$ cat config.mk
export PLATFORM = sky130hd
export DESIGN_NAME = sqvg_ctrl
export DESIGN_NICKNAME = d
export VERILOG_FILES = /design/src/rtl/core/sqvg_pkg.sv /design/src/rtl/core/sqvg_ctrl.sv
export SDC_FILE = /design/constraint.sdc
export NUM_CORES = 1
export LEC_CHECK = 0
export ABC_CLOCK_PERIOD_IN_PS = 2310
export BUFFER_PORTS_ARGS = -buffer_cell sky130_fd_sc_hd__buf_2
export CAP_MARGIN = 20
export CORE_AREA = 8 8 45 47
export DETAILED_ROUTE_END_ITERATION = 8
export DIE_AREA = 0 0 53 55
export GPL_ROUTABILITY_DRIVEN = 0
export RECOVER_POWER = 25
export SETUP_SLACK_MARGIN = 0.02
export SYNTH_ARGS = -nofsm -noshare
export SYNTH_HDL_FRONTEND = slang
export SYNTH_SLANG_ARGS = --single-unit
$ cat constraint.sdc
create_clock -name clk -period 2.31 [get_ports clk]
set_clock_uncertainty 0.05 [all_clocks]
set_input_delay 0.693 -clock clk [delete_from_list [all_inputs] [get_ports clk]]
set_output_delay 0.693 -clock clk [all_outputs]
set_load 0.005 [all_outputs]
$ cat src/rtl/core/sqvg_pkg.sv
// Shared types, constants and helper functions for the sprite quad vertex generator.
package sqvg_pkg;

  localparam int MAX_SPRITES      = 1024;
  localparam int SINE_TABLE_DEPTH = 256;
  localparam int TAB_AW           = $clog2(SINE_TABLE_DEPTH);

  localparam int OFS_W = 27;
  localparam int PRD_W = 43;
  localparam int SUM_W = 44;
  localparam int ROT_W = 30;
  localparam int POS_W = 24;

  localparam logic [14:0] THR_RESET = 15'd10;
  localparam logic [9:0]  SLOT_LAST = 10'((MAX_SPRITES - 1) % 1024);
  localparam logic        SLOT_CAP  = (MAX_SPRITES <= 1024);

  localparam logic [1:0] CORNER_TL = 2'd0;
  localparam logic [1:0] CORNER_TR = 2'd1;
  localparam logic [1:0] CORNER_BR = 2'd2;
  localparam logic [1:0] CORNER_BL = 2'd3;

  typedef struct packed {
    logic signed [23:0] dest_x;
    logic signed [23:0] dest_y;
    logic [22:0]        dest_w;
    logic [22:0]        dest_h;
    logic signed [15:0] pivot_x;
    logic signed [15:0] pivot_y;
    logic signed [15:0] angle;
    logic [15:0]        u_left;
    logic [15:0]        u_right;
    logic [15:0]        v_bottom;
    logic [15:0]        v_top;
    logic               last_in_batch;
  } in_item_t;

  typedef struct packed {
    logic signed [23:0] pos_x;
    logic signed [23:0] pos_y;
    logic [15:0]        tex_u;
    logic [15:0]        tex_v;
    logic [1:0]         corner;
    logic [11:0]        vertex_index;
    logic               last;
    logic               batch_end;
  } out_item_t;

  typedef struct packed {
    logic       load;
    logic       tab;
    logic       ofs;
    logic       rot;
    logic       fin;
    logic [1:0] corner;
  } ctl_cmd_t;

  typedef struct packed {
    logic out_free;
  } ctl_stat_t;

  typedef logic signed [15:0] sin_tab_t [SINE_TABLE_DEPTH];

  function automatic longint rnd14(longint v);
    longint r;
    r = (v + 64'sd8192) >>> 14;
    return r;
  endfunction

  function automatic longint sine_q14(longint b);
    longint s;
    longint x2;
    longint t;
    longint y;
    s = (b >= 32768) ? b - 65536 : b;
    if (s > 16384) begin
      s = 32768 - s;
    end else if (s < -16384) begin
      s = -32768 - s;
    end
    x2 = rnd14(s * s);
    t  = 10512 - rnd14(x2 * 1160);
    t  = 25736 - rnd14(x2 * t);
    y  = rnd14(s * t);
    if (y > 16384) y = 16384;
    if (y < -16384) y = -16384;
    return y;
  endfunction

  function automatic sin_tab_t build_sin_tab();
    sin_tab_t tab;
    for (int k = 0; k < SINE_TABLE_DEPTH; k++) begin
      tab[k] = 16'(sine_q14(((longint'(k) * 65536) / SINE_TABLE_DEPTH) % 65536));
    end
    return tab;
  endfunction

  localparam sin_tab_t SIN_TAB = build_sin_tab();

  function automatic logic [TAB_AW-1:0] tab_index(logic [15:0] a);
    logic [31:0] p;
    logic [15:0] idx;
    p   = 32'(a) * 32'(SINE_TABLE_DEPTH) + 32'd32768;
    idx = p[31:16];
    if (idx >= 16'(SINE_TABLE_DEPTH)) begin
      idx = '0;
    end
    return idx[TAB_AW-1:0];
  endfunction

  function automatic logic signed [POS_W-1:0] sat_pos(logic signed [ROT_W:0] v);
    logic signed [POS_W-1:0] r;
    if (v > (ROT_W + 1)'(signed'(24'sh7FFFFF))) begin
      r = 24'sh7FFFFF;
    end else if (v < (ROT_W + 1)'(signed'(-25'sd8388608))) begin
      r = 24'sh800000;
    end else begin
      r = v[POS_W-1:0];
    end
    return r;
  endfunction

endpackage

$ cat src/rtl/core/sqvg_ctrl.sv
// Sequencing state machine for the sprite quad vertex generator.
module sqvg_ctrl import sqvg_pkg::*; (
  input  logic      clk,
  input  logic      rst_n,
  input  logic      in_valid,
  output logic      in_stall,
  input  ctl_stat_t stat,
  output ctl_cmd_t  cmd
);

  typedef enum logic [4:0] {
    S_IDLE = 5'b00001,
    S_TAB  = 5'b00010,
    S_OFS  = 5'b00100,
    S_ROT  = 5'b01000,
    S_FIN  = 5'b10000
  } state_t;

  state_t     state_r, state_nxt;
  logic [1:0] corner_r, corner_nxt;

  always_comb begin
    state_nxt  = state_r;
    corner_nxt = corner_r;
    cmd        = '0;
    cmd.corner = corner_r;
    case (state_r)
      S_IDLE: begin
        if (in_valid) begin
          cmd.load   = 1'b1;
          corner_nxt = CORNER_TL;
          state_nxt  = S_TAB;
        end
      end
      S_TAB: begin
        cmd.tab   = 1'b1;
        state_nxt = S_OFS;
      end
      S_OFS: begin
        cmd.ofs   = 1'b1;
        state_nxt = S_ROT;
      end
      S_ROT: begin
        cmd.rot   = 1'b1;
        state_nxt = S_FIN;
      end
      S_FIN: begin
        if (stat.out_free) begin
          cmd.fin = 1'b1;
          if (corner_r == CORNER_BL) begin
            state_nxt = S_IDLE;
          end else begin
            corner_nxt = corner_r + 2'd1;
            state_nxt  = S_OFS;
          end
        end
      end
      default: begin
        state_nxt = S_IDLE;
      end
    endcase
  end

  assign in_stall = (state_r != S_IDLE);

  always_ff @(posedge clk) begin
    if (!rst_n) begin
      state_r  <= S_IDLE;
      corner_r <= CORNER_TL;
    end else begin
      state_r  <= state_nxt;
      corner_r <= corner_nxt;
    end
  end

endmodule

==> results.txt <==
Core Area = 0.00138 sq mm
Synth Instances = 51
R2R cell count = 3
Fmax = 491 MHz
Worst Setup Start Kind = flip-flop
Hold Startpoint = corner_r[1]$_SDFFE_PN0P_
synthesized flop and latch total = 7
IO Pins = 12
clk buf depth = 2
switching power = 0.0843 mW
Port Buf Inserts = 11
ANT cells = 0
Worst VDD drop = 262 uV
Yosys Warn Count = 0
Post-CTS Resized = 0
Final #Nets = 71
Reg2Reg Launch Point = state_r[1]$_SDFFE_PN0P_
layout cells sized above 1 = 0.277
Worst Setup Slack, final = 0.273 ns
crit share post-route = 0.882
Sequential Power Share = 0.440
GRT Util Overall = 0.0711
max-cap viol count = 0
first-pass GRT wire length = 1.46 mm
final std cells w/o fill = 81
hold_buf cts = 0
Clock Sink Count = 7
synthesis-to-finish area growth = 20.9%
routed vias/inst = 4.90
Worst Path Arrival = 1.29 ns
internal power = 0.225 mW
post-route ant nets = 0
post-CTS setup buffer count = 0
sequential fraction of the synthesis area = 0.312
crit path kind = flip-flop to primary output
clock buffer count from CTS = 3
logic gate share of total power = 0.204
Sw Ratio = 0.273
initial DRC count = 8
row count = 14
post-route setup TNS = 0 ns
Hold Crit Depth = 2
Total Wirelength = 978 um
full die area = 0.00292 sq mm
Cell Area, Synth = 449 sq um
Crit Path Max Fanout = 9
Worst-Skew Late Latency = 0.25 ns
Vias = 397
utilization after layout = 0.392
Die Span Y = 55 um
Worst R2R Setup Slack = 0.93 ns
Clk pin slew, worst setup/hold paths = 0.05 ns
GRT overflow = 0
First-pass DRT Iterations = 4
PwrDens = 570 mW/mm^2
syn avg cell area = 8.81 sq um
Slew Limit Fails = 0
Least-Margin Pin Slew = 0.332 ns
largest net degree at the start of global routing = 10
RSZ-0062 raised after global routing = no
Synth Flop Type = dfxtp_1
TritonCTS clock tree = yes
Hold Slack = 0.439 ns
Setup WS pre-CTS = 0.462 ns
Die Width = 53 um
Hold Crit Endpoint = corner_r[1]$_SDFFE_PN0P_
CP endpoint kind = primary output
FFs w/ async S/R, synth = 0
vias in the first global route = 347
Placed Instances = 77
Clock power frac = 0.355
number of antenna violations at the first check in global routing = 0
Min-Delay Path Class = flip-flop to flip-flop
Critical Path Start = state_r[4]$_SDFFE_PN0P_
DP HPWL = 766 um
Req. time, crit path = 1.57 ns
Setup-failing EPs final = 0
Root Driver = clkbuf_4
Syn Nets = 56
Hold Vio Cnt, Final = 0
H-tree depth = 1
worst reg2reg endpoint = corner_r[1]$_SDFFE_PN0P_
Netlist cell types = 26
Post-synth EDFFs = 0
WL per Instance = 12.1 um
Residual DRC = 0
Slew headroom = 0.779
leakage = 0.265 nW
Final Critical Period = 2.04 ns
Starting Density = 0.325
status = complete, no violations
==> flip-flops by register name (all words and copies together) (netlist names) <==
name	cells
corner_r	2
state_r	5
==> cells in the final DEF, fill, tap and decap left out <==
cell,count
nand3b_1,2
nor4bb_1,2
xor2_1,1
nand4_1,1
nand2_1,4
and2_1,2
and2b_1,1
o211ai_1,1
o21ai_0,2
buf_4,1
a31o_1,1
mux2i_1,1
a21oi_1,2
clkbuf_4,3
o41ai_4,1
nor2_1,5
nand4bb_1,1
ha_1,1
or3_4,1
inv_1,2
nor3_2,1
dfxtp_1,7
nand3_1,3
nor2b_1,2
clkbuf_1,1
o2111a_1,1
buf_2,11
and3_1,4
==> cells in the mapped netlist, drive strengths merged (2+ instances only) <==
master	count	share of area
a21oi	2	0.022
nand3b	2	0.033
inv	2	0.017
and2	2	0.028
nand2	4	0.033
nor2b	2	0.028
nor4bb	2	0.045
dfxtp	7	0.31
o21ai	2	0.022
nand3	3	0.033
nor2	5	0.042
and3	4	0.056
==> metrics by stage <==
| step | area [sq um] | power, mW |
|---|---|---|
| after floorplan | 449 | 0.183 |
| after global placement | 517 | 0.202 |
| after detailed placement | 517 | 0.202 |
| after CTS | 543 | 0.315 |
| after global routing | 543 | 0.330 |
| final | 543 | 0.309 |
==> final cells by class <==
type | count | area (sq um)
Inverter | 2 | 7.51
Tap cell | 16 | 20.0
Timing Repair Buffer | 12 | 62.6
Multi-Input combinational cell | 40 | 287
Clock buffer | 4 | 26.3
Sequential cell | 7 | 140
Fill cell | 159 | 841
==> worst max path at each step <==
stage                     endpoint  cells after the start
after floorplan             cmd[6]                      3
after global placement      cmd[6]                      3
after detailed placement    cmd[6]                      3
after CTS                   cmd[6]                      3
after global routing        cmd[2]                      3
final                       cmd[2]                      3
==> cells by family after synthesis <==
logic type,synth area share
flops,0.312
fa+ha+maj,0.0279
xor+xnor,0.0195
compound gates,0.167
mux,0.0223
buf+inv,0.0501
simple gates,0.401
==> critical path, cell delays in order, from the launching register on <==
cell     delay (ns)
dfxtp_1        0.51
and2b_1        0.26
and3_1         0.17
buf_2          0.11
==> power groups by stage <==
stage	Sequential (mW)	Clock, mW	Combinational [mW]
floorplan	0.130	0	0.0530
global placement	0.138	0	0.0633
detailed placement	0.138	0	0.0636
CTS	0.136	0.115	0.0637
global route	0.137	0.126	0.0677
finish	0.136	0.110	0.0632
==> routing by layer <==
layer,track usage,up-vias,part of all wire
met5,0,-,0
li1,-,212,-
met2,0.104,7,0.46
met3,0.0321,0,0.058
met4,0.0647,0,0
met1,0.0761,178,0.48
No activity file was read; power rests on OpenSTA's default activity.
